--- src/rtl/a2i_pkg.sv ---
// Shared types and constants for the ASCII-to-integer parser.
`default_nettype none
package a2i_pkg;

    localparam int VALUE_WIDTH_DEF    = 64;
    localparam int POSITION_WIDTH_DEF = 16;
    localparam int QUEUE_DEPTH        = 2;
    localparam int BASE_WIDTH         = 6;
    localparam int DIGIT_WIDTH        = 6;
    localparam int OFFSET_WIDTH       = 16;
    localparam int OUT_VALUE_WIDTH    = 64;

    localparam logic [BASE_WIDTH-1:0] BASE_RESET   = 6'd10;
    localparam logic [BASE_WIDTH-1:0] BASE_AUTO    = 6'd0;
    localparam logic [BASE_WIDTH-1:0] BASE_OCTAL   = 6'd8;
    localparam logic [BASE_WIDTH-1:0] BASE_DECIMAL = 6'd10;
    localparam logic [BASE_WIDTH-1:0] BASE_HEX     = 6'd16;

    localparam logic [7:0] CH_SPACE = 8'h20;
    localparam logic [7:0] CH_MINUS = 8'h2D;
    localparam logic [7:0] CH_PLUS  = 8'h2B;
    localparam logic [7:0] CH_ZERO  = 8'h30;
    localparam logic [7:0] CH_NINE  = 8'h39;
    localparam logic [7:0] CH_LOW_X = 8'h78;
    localparam logic [7:0] CH_UP_X  = 8'h58;
    localparam logic [7:0] CH_UP_A  = 8'h41;
    localparam logic [7:0] CH_UP_Z  = 8'h5A;
    localparam logic [7:0] CH_LOW_A = 8'h61;
    localparam logic [7:0] CH_LOW_Z = 8'h7A;
    localparam logic [7:0] UP_LETTER_BIAS  = 8'h37; // 'A' - 10
    localparam logic [7:0] LOW_LETTER_BIAS = 8'h57; // 'a' - 10

    typedef enum logic [2:0] {
        PH_IDLE,
        PH_LEAD,
        PH_SIGNED,
        PH_ZERO,
        PH_DIGITS
    } phase_t;

    // Classified byte, as it travels from the front end to the back end.
    typedef struct packed {
        logic                   first;
        logic                   is_space;
        logic                   is_minus;
        logic                   is_plus;
        logic                   is_zero;
        logic                   is_x;
        logic                   is_digit;
        logic [DIGIT_WIDTH-1:0] digit;
        logic [BASE_WIDTH-1:0]  base;
    } item_t;

endpackage
`default_nettype wire

--- src/rtl/a2i_front.sv ---
// Front end: accepts bytes, decodes character classes and digit values.
`default_nettype none
module a2i_front (
    input  wire logic                            aresetn,
    input  wire logic                            s_tvalid,
    output logic                                 s_tready,
    input  wire logic [7:0]                      s_tdata,
    input  wire logic                            s_tuser,
    input  wire logic [a2i_pkg::BASE_WIDTH-1:0]  number_base,
    input  wire logic                            q_full,
    output logic                                 q_push,
    output a2i_pkg::item_t                       q_item
);
    import a2i_pkg::*;

    logic [7:0]             ch;
    logic [DIGIT_WIDTH-1:0] dval;
    logic                   dvalid;

    assign ch = s_tdata;

    always_comb begin
        dvalid = 1'b1;
        if (ch inside {[CH_ZERO:CH_NINE]}) begin
            dval = DIGIT_WIDTH'(ch - CH_ZERO);
        end else if (ch inside {[CH_UP_A:CH_UP_Z]}) begin
            dval = DIGIT_WIDTH'(ch - UP_LETTER_BIAS);
        end else if (ch inside {[CH_LOW_A:CH_LOW_Z]}) begin
            dval = DIGIT_WIDTH'(ch - LOW_LETTER_BIAS);
        end else begin
            dval   = '0;
            dvalid = 1'b0;
        end
    end

    always_comb begin
        q_item.first    = s_tuser;
        q_item.is_space = (ch == CH_SPACE);
        q_item.is_minus = (ch == CH_MINUS);
        q_item.is_plus  = (ch == CH_PLUS);
        q_item.is_zero  = (ch == CH_ZERO);
        q_item.is_x     = (ch == CH_LOW_X) || (ch == CH_UP_X);
        q_item.is_digit = dvalid;
        q_item.digit    = dval;
        // The user, not the block, keeps config static in flight; tag each item.
        q_item.base     = number_base;
    end

    // Reset only gates acceptance; the queue itself is cleared by reset.
    assign s_tready = aresetn && !q_full;
    assign q_push   = s_tvalid && s_tready;

endmodule
`default_nettype wire

--- src/rtl/a2i_queue.sv ---
// Short queue of classified items between front and back ends.
`default_nettype none
module a2i_queue #(
    parameter int DEPTH = a2i_pkg::QUEUE_DEPTH
) (
    input  wire logic            aclk,
    input  wire logic            aresetn,
    input  wire logic            push,
    input  wire a2i_pkg::item_t  push_item,
    input  wire logic            pop,
    output a2i_pkg::item_t       head_item,
    output logic                 full,
    output logic                 empty
);
    import a2i_pkg::*;

    localparam int PTR_W = (DEPTH > 1) ? $clog2(DEPTH) : 1;
    localparam int CNT_W = $clog2(DEPTH + 1);
    localparam logic [PTR_W-1:0] LAST = PTR_W'(DEPTH - 1);
    localparam logic [CNT_W-1:0] FULL_CNT = CNT_W'(DEPTH);

    item_t             entry_reg [DEPTH];
    logic [PTR_W-1:0]  wr_ptr_reg, wr_ptr_next;
    logic [PTR_W-1:0]  rd_ptr_reg, rd_ptr_next;
    logic [CNT_W-1:0]  count_reg, count_next;

    assign full      = (count_reg == FULL_CNT);
    assign empty     = (count_reg == '0);
    assign head_item = entry_reg[rd_ptr_reg];

    always_comb begin
        wr_ptr_next = wr_ptr_reg;
        rd_ptr_next = rd_ptr_reg;
        count_next  = count_reg;
        if (push) begin
            wr_ptr_next = (wr_ptr_reg == LAST) ? '0 : wr_ptr_reg + 1'b1;
        end
        if (pop) begin
            rd_ptr_next = (rd_ptr_reg == LAST) ? '0 : rd_ptr_reg + 1'b1;
        end
        if (push && !pop) begin
            count_next = count_reg + 1'b1;
        end else if (pop && !push) begin
            count_next = count_reg - 1'b1;
        end
    end

    always_ff @(posedge aclk) begin
        if (!aresetn) begin
            wr_ptr_reg <= '0;
            rd_ptr_reg <= '0;
            count_reg  <= '0;
        end else begin
            wr_ptr_reg <= wr_ptr_next;
            rd_ptr_reg <= rd_ptr_next;
            count_reg  <= count_next;
        end
    end

    always_ff @(posedge aclk) begin
        if (push) begin
            entry_reg[wr_ptr_reg] <= push_item;
        end
    end

endmodule
`default_nettype wire

--- src/rtl/a2i_back.sv ---
// Back end: parse state machine, accumulator and output register.
`default_nettype none
module a2i_back #(
    parameter int VALUE_WIDTH    = a2i_pkg::VALUE_WIDTH_DEF,
    parameter int POSITION_WIDTH = a2i_pkg::POSITION_WIDTH_DEF
) (
    input  wire logic            aclk,
    input  wire logic            aresetn,
    input  wire a2i_pkg::item_t  head_item,
    input  wire logic            q_empty,
    output logic                 q_pop,
    output logic                 m_tvalid,
    input  wire logic            m_tready,
    output logic [79:0]          m_tdata,
    output logic [1:0]           m_tuser
);
    import a2i_pkg::*;

    localparam int PROD_W = VALUE_WIDTH + BASE_WIDTH + 1;
    localparam logic [VALUE_WIDTH-1:0] MAX_POS = {1'b0, {(VALUE_WIDTH-1){1'b1}}};
    localparam logic [VALUE_WIDTH-1:0] MIN_NEG = {1'b1, {(VALUE_WIDTH-1){1'b0}}};
    localparam logic [POSITION_WIDTH-1:0] POS_MAX = '1;

    phase_t                    phase_reg, phase_next;
    logic                      neg_reg, neg_next;
    logic [VALUE_WIDTH-1:0]    acc_reg, acc_next;
    logic                      ovf_reg, ovf_next;
    logic                      seen_reg, seen_next;
    logic [BASE_WIDTH-1:0]     abase_reg, abase_next;
    logic [POSITION_WIDTH-1:0] pos_reg, pos_next;

    logic                      out_valid_reg, out_valid_next;
    logic [79:0]               out_data_reg, out_data_next;
    logic [1:0]                out_user_reg, out_user_next;

    // Working copies of state as each step of the byte is applied.
    phase_t                    ph;
    logic                      neg;
    logic [VALUE_WIDTH-1:0]    acc;
    logic                      ovf;
    logic                      seen;
    logic [BASE_WIDTH-1:0]     ab;
    logic [POSITION_WIDTH-1:0] here;
    logic                      live;
    logic                      emit;
    logic [BASE_WIDTH-1:0]     eff_base;
    logic [PROD_W-1:0]         sum;
    logic [PROD_W-1:0]         limit;
    logic [VALUE_WIDTH-1:0]    res_value;

    assign q_pop = !q_empty && (!out_valid_reg || m_tready);

    always_comb begin
        ph         = phase_reg;
        neg        = neg_reg;
        acc        = acc_reg;
        ovf        = ovf_reg;
        seen       = seen_reg;
        ab         = abase_reg;
        here       = pos_reg;
        live       = 1'b1;
        emit       = 1'b0;
        eff_base   = BASE_DECIMAL;
        sum        = '0;
        limit      = '0;
        res_value  = '0;

        if (head_item.first) begin
            ph   = PH_LEAD;
            neg  = 1'b0;
            acc  = '0;
            ovf  = 1'b0;
            seen = 1'b0;
            ab   = head_item.base;
            here = '0;
        end else if (phase_reg == PH_IDLE) begin
            live = 1'b0;
        end

        if (live) begin
            if (ph == PH_LEAD) begin
                if (head_item.is_space) begin
                    live = 1'b0;
                end else if (head_item.is_minus) begin
                    neg  = 1'b1;
                    ph   = PH_SIGNED;
                    live = 1'b0;
                end else if (head_item.is_plus) begin
                    ph   = PH_SIGNED;
                    live = 1'b0;
                end else begin
                    ph = PH_SIGNED;
                end
            end
        end

        if (live) begin
            if (ph == PH_SIGNED) begin
                if ((ab == BASE_AUTO || ab == BASE_HEX) && head_item.is_zero) begin
                    ph   = PH_ZERO;
                    live = 1'b0;
                end else begin
                    if (ab == BASE_AUTO) begin
                        ab = BASE_DECIMAL;
                    end
                    ph = PH_DIGITS;
                end
            end else if (ph == PH_ZERO) begin
                if (head_item.is_x) begin
                    ab   = BASE_HEX;
                    ph   = PH_DIGITS;
                    live = 1'b0;
                end else begin
                    if (ab == BASE_AUTO) begin
                        ab = BASE_OCTAL;
                    end
                    seen = 1'b1;
                    ph   = PH_DIGITS;
                end
            end
        end

        if (live) begin
            eff_base = (ab == BASE_AUTO) ? BASE_DECIMAL : ab;
            if (!head_item.is_digit || (head_item.digit >= eff_base)) begin
                emit = 1'b1;
                ph   = PH_IDLE;
            end else begin
                // acc*base + d > limit is the same test as the cutoff compare.
                sum   = PROD_W'(acc) * PROD_W'(eff_base) + PROD_W'(head_item.digit);
                limit = PROD_W'(MAX_POS) + PROD_W'(neg);
                if (ovf || (sum > limit)) begin
                    ovf = 1'b1;
                end else begin
                    acc = sum[VALUE_WIDTH-1:0];
                end
                seen = 1'b1;
            end
        end

        if (ovf) begin
            res_value = neg ? MIN_NEG : MAX_POS;
        end else begin
            res_value = neg ? (~acc + 1'b1) : acc;
        end

        phase_next = phase_reg;
        neg_next   = neg_reg;
        acc_next   = acc_reg;
        ovf_next   = ovf_reg;
        seen_next  = seen_reg;
        abase_next = abase_reg;
        pos_next   = pos_reg;
        if (q_pop && (head_item.first || phase_reg != PH_IDLE)) begin
            phase_next = ph;
            neg_next   = neg;
            acc_next   = acc;
            ovf_next   = ovf;
            seen_next  = seen;
            abase_next = ab;
            pos_next   = (here == POS_MAX) ? here : here + 1'b1;
        end

        out_valid_next = out_valid_reg && !m_tready;
        out_data_next  = out_data_reg;
        out_user_next  = out_user_reg;
        if (q_pop && emit) begin
            out_valid_next = 1'b1;
            out_data_next  = {(seen ? OFFSET_WIDTH'(here) : {OFFSET_WIDTH{1'b0}}),
                              OUT_VALUE_WIDTH'(signed'(res_value))};
            out_user_next  = {seen, ovf};
        end
    end

    always_ff @(posedge aclk) begin
        if (!aresetn) begin
            phase_reg     <= PH_IDLE;
            neg_reg       <= 1'b0;
            acc_reg       <= '0;
            ovf_reg       <= 1'b0;
            seen_reg      <= 1'b0;
            abase_reg     <= '0;
            pos_reg       <= '0;
            out_valid_reg <= 1'b0;
        end else begin
            phase_reg     <= phase_next;
            neg_reg       <= neg_next;
            acc_reg       <= acc_next;
            ovf_reg       <= ovf_next;
            seen_reg      <= seen_next;
            abase_reg     <= abase_next;
            pos_reg       <= pos_next;
            out_valid_reg <= out_valid_next;
        end
    end

    always_ff @(posedge aclk) begin
        out_data_reg <= out_data_next;
        out_user_reg <= out_user_next;
    end

    assign m_tvalid = out_valid_reg;
    assign m_tdata  = out_data_reg;
    assign m_tuser  = out_user_reg;

endmodule
`default_nettype wire

--- src/rtl/ascii_to_integer_parser.sv ---
// ASCII string to signed integer converter, one byte per cycle unless stalled.
//
// Usage:
//   Bytes of a string enter on the s_ channel, s_tdata holding the byte and
//   s_tuser high on the first byte of each string. Leading spaces, a sign and a
//   0x prefix (radix 0 or 16) are taken; digits up to base 36 are accumulated.
//   At the first byte that is not a valid digit one result item leaves on the m_
//   channel: value and end offset in m_tdata, overflow and any-digits flags in
//   m_tuser. Bytes arriving while no string is open are dropped. cfg_we/cfg_wdata
//   set the radix (0 = detect from prefix); it is sampled at each string start.
//   The user writes it only while the block is idle (not enforced by the block).
// Timing:
//   One byte per cycle while the output is not stalled. The byte that ends a
//   string passes through the classify queue, then the accumulate step (one
//   64x6 multiply, add and limit compare) that loads the output register.
//   When m_tready is low the result waits in the output register and the
//   two-entry queue keeps absorbing bytes until it fills, then s_tready drops.
// Reset:
//   aresetn (synchronous, active low) empties the queue, closes any open
//   string, drops a pending result and sets the radix to 10.
`default_nettype none
module ascii_to_integer_parser #(
    parameter int VALUE_WIDTH    = a2i_pkg::VALUE_WIDTH_DEF,
    parameter int POSITION_WIDTH = a2i_pkg::POSITION_WIDTH_DEF
) (
    input  wire logic                           aclk,
    input  wire logic                           aresetn,
    input  wire logic                           cfg_we,
    input  wire logic [a2i_pkg::BASE_WIDTH-1:0] cfg_wdata,   // number_base
    input  wire logic                           s_tvalid,
    output logic                                s_tready,
    input  wire logic [7:0]                     s_tdata,     // ch
    input  wire logic                           s_tuser,     // first
    output logic                                m_tvalid,
    input  wire logic                           m_tready,
    output logic [79:0]                         m_tdata,     // value, end_offset
    output logic [1:0]                          m_tuser      // overflow, any_digits
);
    import a2i_pkg::*;

    logic [BASE_WIDTH-1:0] base_reg;
    item_t                 push_item;
    item_t                 head_item;
    logic                  q_push;
    logic                  q_pop;
    logic                  q_full;
    logic                  q_empty;

    always_ff @(posedge aclk) begin
        if (!aresetn) begin
            base_reg <= BASE_RESET;
        end else if (cfg_we) begin
            base_reg <= cfg_wdata;
        end
    end

    a2i_front u_front (
        .aresetn     (aresetn),
        .s_tvalid    (s_tvalid),
        .s_tready    (s_tready),
        .s_tdata     (s_tdata),
        .s_tuser     (s_tuser),
        .number_base (base_reg),
        .q_full      (q_full),
        .q_push      (q_push),
        .q_item      (push_item)
    );

    a2i_queue #(
        .DEPTH (QUEUE_DEPTH)
    ) u_queue (
        .aclk      (aclk),
        .aresetn   (aresetn),
        .push      (q_push),
        .push_item (push_item),
        .pop       (q_pop),
        .head_item (head_item),
        .full      (q_full),
        .empty     (q_empty)
    );

    a2i_back #(
        .VALUE_WIDTH    (VALUE_WIDTH),
        .POSITION_WIDTH (POSITION_WIDTH)
    ) u_back (
        .aclk      (aclk),
        .aresetn   (aresetn),
        .head_item (head_item),
        .q_empty   (q_empty),
        .q_pop     (q_pop),
        .m_tvalid  (m_tvalid),
        .m_tready  (m_tready),
        .m_tdata   (m_tdata),
        .m_tuser   (m_tuser)
    );

endmodule
`default_nettype wire

--- config.mk ---
export PLATFORM = sky130hd
export DESIGN_NAME = ascii_to_integer_parser
export DESIGN_NICKNAME = d
export VERILOG_FILES = /design/src/rtl/a2i_pkg.sv /design/src/rtl/a2i_front.sv /design/src/rtl/a2i_queue.sv /design/src/rtl/a2i_back.sv /design/src/rtl/ascii_to_integer_parser.sv
export SDC_FILE = /design/constraint.sdc
export NUM_CORES = 2
export LEC_CHECK = 0
export BUFFER_PORTS_ARGS = -buffer_cell sky130_fd_sc_hd__buf_2
export CELL_PAD_IN_SITES_DETAIL_PLACEMENT = 2
export CELL_PAD_IN_SITES_GLOBAL_PLACEMENT = 2
export CORE_MARGIN = 1.5
export CORE_UTILIZATION = 35
export CTS_BUF_LIST = sky130_fd_sc_hd__clkbuf_8
export CTS_CLUSTER_DIAMETER = 40
export DETAILED_ROUTE_END_ITERATION = 16
export GPL_TIMING_DRIVEN = 0
export PLACE_DENSITY = 0.81
export SETUP_SLACK_MARGIN = 0.3
export SKIP_CTS_REPAIR_TIMING = 1
export SKIP_LAST_GASP = 1
export SYNTH_ARGS = -nofsm -noshare
export SYNTH_HDL_FRONTEND = slang
export SYNTH_SLANG_ARGS = --single-unit
--- constraint.sdc ---
create_clock -name aclk -period 18.5 [get_ports aclk]
set_input_delay 0 -clock aclk [delete_from_list [all_inputs] [get_ports aclk]]
set_output_delay 0 -clock aclk [all_outputs]
set_load 0.05 [all_outputs]
# ---- After elaboration in Yosys (flattened, before gate mapping)
# Memories as Yosys holds them, arrays and structs flattened. A register that Yosys moved wholly into a read port is not among the register bits.
# Cells that the tools add are included.
dict set report totals {
  elab_cells 153
  out_inout_bits 84
  register_bits 185
  mem_count 1
  ram_bits 38
  in_bits 20
}
dict set report classes {
  mux 73
  magnitude_cmp 8
  eq_ne 12
  n_reduce_logical 31
  add_sub_neg 11
  multipliers 1
  bitwise_logic 1
}
# memory words width rd rd_ports_with_merged_regs wr line_no
set mem_list {}
lappend mem_list {u_queue.entry_reg 2 19 1 1 1 a2i_queue.sv:22} ;# item_t entry_reg [DEPTH];
# op count
set op_table {}
lappend op_table {{$mux W64} 7}
lappend op_table {{$mux W6} 12}
lappend op_table {{$add A70 B6 Y71} 1}
lappend op_table {{$gt A71 B71 Y1} 1}
lappend op_table {{$mul A64 B6 Y70} 1}
lappend op_table {{$add A63 B1 Y64 const A} 1}
lappend op_table {{$add A64 B1 Y64 const B} 1}
lappend op_table {{$not A64 Y64} 1}
lappend op_table {{$mux W1} 40}
lappend op_table {{$eq A8 B6 Y1 const B} 4}
lappend op_table {{$mux W16} 2}
lappend op_table {{$mux W3} 10}
lappend op_table {{$add A16 B1 Y16 const B} 1}
lappend op_table {{$eq A16 B16 Y1 const B} 1}
lappend op_table {{$eq A8 B7 Y1 const B} 2}
lappend op_table {{$ge A8 B7 Y1 const B} 2}
lappend op_table {{$le A8 B7 Y1 const B} 2}
lappend op_table {{$logic_and A1 B1 Y1} 12}
lappend op_table {{$logic_not A6 Y1} 2}
lappend op_table {{$sub A6 B6 Y6 const B} 2}
lappend op_table {{$ge A8 B6 Y1 const B} 1}
lappend op_table {{$le A8 B6 Y1 const B} 1}
lappend op_table {{$logic_not A1 Y1} 7}
lappend op_table {{$eq A3 B2 Y1 const B} 2}
lappend op_table {{14 further kinds} 21}

# ---- Depth between registers and ports, before layout
dict set report depth {
  depth_word 21
  mapped_depth 59
}

# ---- By module
# From an unflattened synthesis, not the netlist that was laid out.
dict set report unflattened {
  hier_cells 3402
  area_unflattened_um2 28352.2
}
# mod cells_per_inst instances seq_area_each_um2 area_each_um2
set modules_own_cells {}
lappend modules_own_cells {a2i_back 3224 1 4324.1 25954.9}
lappend modules_own_cells {a2i_queue 81 1 1241.2 1590.3}
lappend modules_own_cells {a2i_front 78 1 0.0 583.1}
lappend modules_own_cells {ascii_to_integer_parser 19 1 120.1 224.0}

# ---- Least setup slack after synthesis
# No wires, ideal clock.
dict set report synth_path {
  path_kind {reg-to-reg}
  from {reg (tool-made name)}
  to {reg u_back.out_data_reg[58] (netlist: u_back.m_tdata[58]) (data pin)}
  path_stages_with_launch 54
  period_less_slack_ps 13707
  t_required_ps 18297
  arrival_time_ps 13504
  setup_time_ps 203
  path_slack_ps 4793
  path_cell_list {dfxtp_1 > clkbuf_1 > mux2i_1 > clkbuf_1 > clkbuf_1 > clkbuf_1 > clkbuf_1 > clkbuf_1 > clkbuf_1 > clkbuf_1 > nand3_1 > fa_1 > fa_1 > inv_1 > fa_1 > inv_1 > fa_1 > inv_1 > [18 not listed] > or4_1 > nor2_4 > buf_4 > buf_2 > buf_2 > nor2_1 > a21oi_1 > ha_1 > nand3b_1 > or4_1 > nor3_1 > nand4bb_1 > or4_1 > nor3_1 > mux2i_1 > a311oi_1 > a211oi_1 > a2111oi_1}
}
# element line_no
set synth_rtl {}
lappend synth_rtl {{end signal, assigned} a2i_back.sv:198} ;# out_data_reg <= out_data_next;
lappend synth_rtl {{end, declared} a2i_back.sv:33} ;# logic [79:0] out_data_reg, out_data_next;

==> impl_summary.md <==
Critical path
Among cell families on the critical path, the largest total delay comes from simple AND/OR/NAND/NOR gates. The worst setup path is of the reg -> reg kind. Together, buffers and inverters on the worst path number 15.

The largest incremental delay on the critical path is ~0.76 ns. The worst-path maximum fanout is 11. The worst setup path is captured at a flop. The setup check on the worst reg-to-reg path leaves a slack of 0.86 ns. The endpoint identified for the worst register-to-register timing path is u_back.m_tdata[42]. STA classifies the critical path startpoint as a flop. Measured in cells, the most critical reg-to-reg path has a length of 50.

The arrival time of the worst setup path is 18.09 ns. The master of the slowest instance on the critical path is sky130_fd_sc_hd__o311ai_2. For the worst setup path, the data required time is about 19 ns.

Final layout
The post-route netlist has roughly a tenth of its cells at a drive strength greater than 1. The final cell utilization of the core is 39.8%. The flip-flop count of the largest register, all copies and words added is 80.

The area growth from synthesis to layout is 12.1%. The number of non-filler instances in the completed layout is 4647. The net count of the finished layout is slightly above 4000.

Timing
The count of final max-slew check failures was 0. The achievable frequency is between 50 and 60 MHz. The worst setup skew after layout is around 0.057 ns. The final critical-path required period is between 15 and 20 ns. The portion of the clock cycle consumed by the worst path in the final layout is between 90% and 100%.

The final count of negative-setup-slack endpoints is 0. At the pin with the least slew margin, the transition time is roughly 1.3 ns. The total count of hold-check failures in the final report is 0. Setup repair after global routing left no endpoint under its margin. The worst slew slack as a fraction of its limit is between 10% and 20%.

The final critical-path setup slack is around 0.86 ns.

Worst hold path
The hold-critical path endpoint is u_queue.entry_reg[1][11]. The class of the tightest hold or removal check is in -> reg. Along the worst hold path, the cell count comes to 4. The worst hold path begins at s_tdata[5].

Logic synthesis
The number of storage elements in the synthesis netlist is 224. Counting flops with a built-in enable in the synthesized netlist gives 120. The post-synthesis cell count is 3373. The share of the Yosys chip area taken by registers is between 20% and 30%. During synthesis, Yosys emitted a total of 0 warnings. The number of different library cells used by synthesis comes to 97. The fraction of synthesis flops using an asynchronous set or reset pin is 0%. In the synthesized netlist the dominant register cell turns out to be sky130_fd_sc_hd__edfxtp_1. A synthesized cell averages around 8.4 µm². The synthesized net count is around 3900. The post-synth design cell area is 28200 µm².

Drt
In the routed design, unresolved DRC markers number 0. Dividing the detail-routed wire length by the instance count gives about 28 µm. The number of DRC markers in iteration 0 is 2214. The average vias per placed instance is between 6 and 7. The detail route stage leaves a number of antenna-violating nets equal to 0. The number of vias after detailed routing is 28325. After detailed routing, the total wire length is roughly 130 mm. Before antenna repair, the detailed router went through 8 iterations.

Floorplan
The y dimension of the die is 287 µm. The floorplan step defined a die boundary enclosing approximately 82000 µm². The die is 287 µm wide. After floorplanning, the core was divided into approximately 100 placement rows.

For this design the top-level I/O count stands at around 100. The core region is just under 80000 µm². The starting utilization of the core area is around 35%.

Clock tree
The TritonCTS clock tree is done. The clock insertion delay at the later pin of the skew report is between 0.7 and 0.8 ns. The clock transition time at the flip-flop clock pins of the worst setup and hold paths is roughly 0.070 ns.

The number of buffers created by CTS is 48. The maximum level of the CTS H-tree is 2. The clock drives 224 sinks. The cell sitting at the root of the clock tree is a sky130_fd_sc_hd__clkbuf_8. The maximum buffer depth of the clock tree is 3.

Placement
Prior to clock tree synthesis, the placed netlist has a worst setup slack of -2.58 ns. The count of input and output buffers is 102. Routability-driven placement finished with a final weighted congestion of roughly 0.97.

The number of cells after detailed placement is between 4000 and 5000. Summed over all nets, the half-perimeter wirelength after detailed placement is roughly 110 mm.

GRT
The number of antenna violations at the first check in global routing is 6. Entering global routing, the biggest net connects 63 pins. The first global-routing pass estimated between 150 and 200 mm of wire. The number of global-route vias before repair is 30255. For this run the aggregate overflow at the end of global routing stands at 0. The overall track demand over capacity in global routing is 31.6%.

Flow run
The max capacitance violation total is 0.

Power
The peak ir drop on the vdd network is roughly 0.000056 V. In this run the static leakage power is between 10 and 15 nW. For this design the ratio of total power to cell area is around 130 nW/µm².

Power comes to roughly 4.0 mW.

Outcome
The flow ran to the end, and the final reports show no timing, DRC or antenna violations.
==> placed cells by master (no fill, tap or decap), types with 29 or more instances in the layout <==
master                     synthesis  layout
sky130_fd_sc_hd__a21oi_1         185     183
sky130_fd_sc_hd__and2_1           69      69
sky130_fd_sc_hd__mux2_2           38      38
sky130_fd_sc_hd__o211a_1          30      30
sky130_fd_sc_hd__inv_1           222     232
sky130_fd_sc_hd__mux2i_1          81      79
sky130_fd_sc_hd__buf_2            29     129
sky130_fd_sc_hd__a211oi_1         30      29
sky130_fd_sc_hd__edfxtp_1        120     120
sky130_fd_sc_hd__nor2b_1          38      38
sky130_fd_sc_hd__nand4_1          49      49
sky130_fd_sc_hd__and3_1           45      45
sky130_fd_sc_hd__nor3_1           48      46
sky130_fd_sc_hd__o21ai_1          30      29
sky130_fd_sc_hd__dfxtp_1         104     104
sky130_fd_sc_hd__nor2_1          430     429
sky130_fd_sc_hd__clkbuf_1        145     127
sky130_fd_sc_hd__nand3_1          87      87
sky130_fd_sc_hd__ha_1            232     232
sky130_fd_sc_hd__nand2_1         397     396
sky130_fd_sc_hd__xnor2_1          41      37
sky130_fd_sc_hd__fa_1            252     252
sky130_fd_sc_hd__o21ai_0         159     159
sky130_fd_sc_hd__clkbuf_8          0      51
sky130_fd_sc_hd__a22oi_1          38      38
sky130_fd_sc_hd__a21o_1           58      58
==> layout make-up <==
class	instances	area [µm²]
repair buffers	137	890
clock inverters	34	337
diodes	2	5.00
inverters	227	856
flip-flops and latches	224	5690
well taps	1050	1310
fillers	9104	47800
plain buffers	194	843
clock buffers	51	702
multi-input cells	2728	21000
==> tightest hold or removal path: cells and delay by family <==
kind	cells	cell delay, ns
AOI/OAI and AO/OA	1	0.17
buffers and inverters	2	0.24
adders and majority gates	1	0.15
==> report_power, final <==
| group | switching [mW] | internal, mW |
|---|---|---|
| Sequential | 0.0620 | 0.623 |
| Clock | 0.269 | 0.331 |
| Combinational | 1.90 | 0.780 |
| Total | 2.23 | 1.73 |
==> logic make-up (layout without fill, tap and decap cells) <==
family	Yosys count	in the layout	share of synthesized area [%]
compound gates	724	724	16.8
xor+xnor	65	65	2.02
fa+ha+maj	484	484	28.2
buf+inv	421	643	5.87
flops	224	224	20.2
mux	122	122	4.60
other cells	0	2	0
simple gates	1333	1333	22.3
==> Yosys cell counts, types with 10 or more instances <==
| cell type | number | area (µm²) |
|---|---|---|
| sky130_fd_sc_hd__nor2_1 | 430 | 1610 |
| sky130_fd_sc_hd__nand2_1 | 397 | 1490 |
| sky130_fd_sc_hd__fa_1 | 252 | 5040 |
| sky130_fd_sc_hd__ha_1 | 232 | 2900 |
| sky130_fd_sc_hd__inv_1 | 222 | 833 |
| sky130_fd_sc_hd__a21oi_1 | 185 | 926 |
| sky130_fd_sc_hd__o21ai_0 | 159 | 796 |
| sky130_fd_sc_hd__clkbuf_1 | 145 | 544 |
| sky130_fd_sc_hd__edfxtp_1 | 120 | 3600 |
| sky130_fd_sc_hd__dfxtp_1 | 104 | 2080 |
| sky130_fd_sc_hd__nand3_1 | 87 | 435 |
| sky130_fd_sc_hd__mux2i_1 | 81 | 811 |
| sky130_fd_sc_hd__and2_1 | 69 | 432 |
| sky130_fd_sc_hd__a21o_1 | 58 | 435 |
| sky130_fd_sc_hd__nand4_1 | 49 | 307 |
| sky130_fd_sc_hd__nor3_1 | 48 | 240 |
| sky130_fd_sc_hd__and3_1 | 45 | 282 |
| sky130_fd_sc_hd__xnor2_1 | 41 | 359 |
| sky130_fd_sc_hd__a22oi_1 | 38 | 285 |
| sky130_fd_sc_hd__mux2_2 | 38 | 428 |
| sky130_fd_sc_hd__nor2b_1 | 38 | 238 |
| sky130_fd_sc_hd__a211oi_1 | 30 | 225 |
| sky130_fd_sc_hd__o211a_1 | 30 | 300 |
| sky130_fd_sc_hd__o21ai_1 | 30 | 150 |
| sky130_fd_sc_hd__buf_2 | 29 | 145 |
| sky130_fd_sc_hd__nor4_1 | 27 | 169 |
| sky130_fd_sc_hd__or3_1 | 26 | 163 |
| sky130_fd_sc_hd__xor2_1 | 24 | 210 |
| sky130_fd_sc_hd__nor3b_1 | 22 | 165 |
| sky130_fd_sc_hd__o21a_1 | 20 | 150 |
| sky130_fd_sc_hd__a31oi_1 | 19 | 119 |
| sky130_fd_sc_hd__or4_1 | 17 | 128 |
| sky130_fd_sc_hd__nand2b_1 | 16 | 100 |
| sky130_fd_sc_hd__o211ai_1 | 16 | 120 |
| sky130_fd_sc_hd__and4_1 | 13 | 114 |
| sky130_fd_sc_hd__o2111ai_1 | 13 | 114 |
| sky130_fd_sc_hd__o31ai_1 | 13 | 97.6 |
| sky130_fd_sc_hd__buf_1 | 12 | 45.0 |
| sky130_fd_sc_hd__a21boi_0 | 10 | 75.1 |
| sky130_fd_sc_hd__or2_2 | 10 | 62.6 |
==> how the worst max path moves through the flow <==
stage | to | cells after the start | slack [ns]
after floorplan | u_back.m_tdata[58] | 53 | 4.79
after global placement | u_back.m_tdata[58] | 52 | -2.36
after detailed placement | u_back.m_tdata[58] | 52 | -2.58
after CTS | u_back.m_tdata[58] | 52 | -2.72
after global routing | u_back.m_tdata[58] | 56 | 0.31
final | u_back.m_tdata[42] | 50 | 0.86
==> per-layer routing <==
| metal | GRT usage, % | vias up | routed length [µm] |
|---|---|---|---|
| met5 | 0 | - | 15 |
| met4 | 14.4 | 2 | 6480 |
| met3 | 4.13 | 315 | 9200 |
| met2 | 51.4 | 1192 | 60800 |
| met1 | 41.8 | 14624 | 55400 |
| li1 | - | 12192 | - |
==> metrics by stage <==
stage | hold slack, ns | setup TNS (ns) | cell area [µm²]
3_3_place_gp | 0.217 | -43.48 | 30000
3_5_place_dp | 0.230 | -50.74 | 30100
6_report | 0.00126 | 0 | 31600
4_1_cts | -0.479 | -55.92 | 31200
5_1_grt | 0.0182 | 0 | 31600
2_1_floorplan | 0.0989 | 0 | 28200
Power figures use the tool's default switching activity.
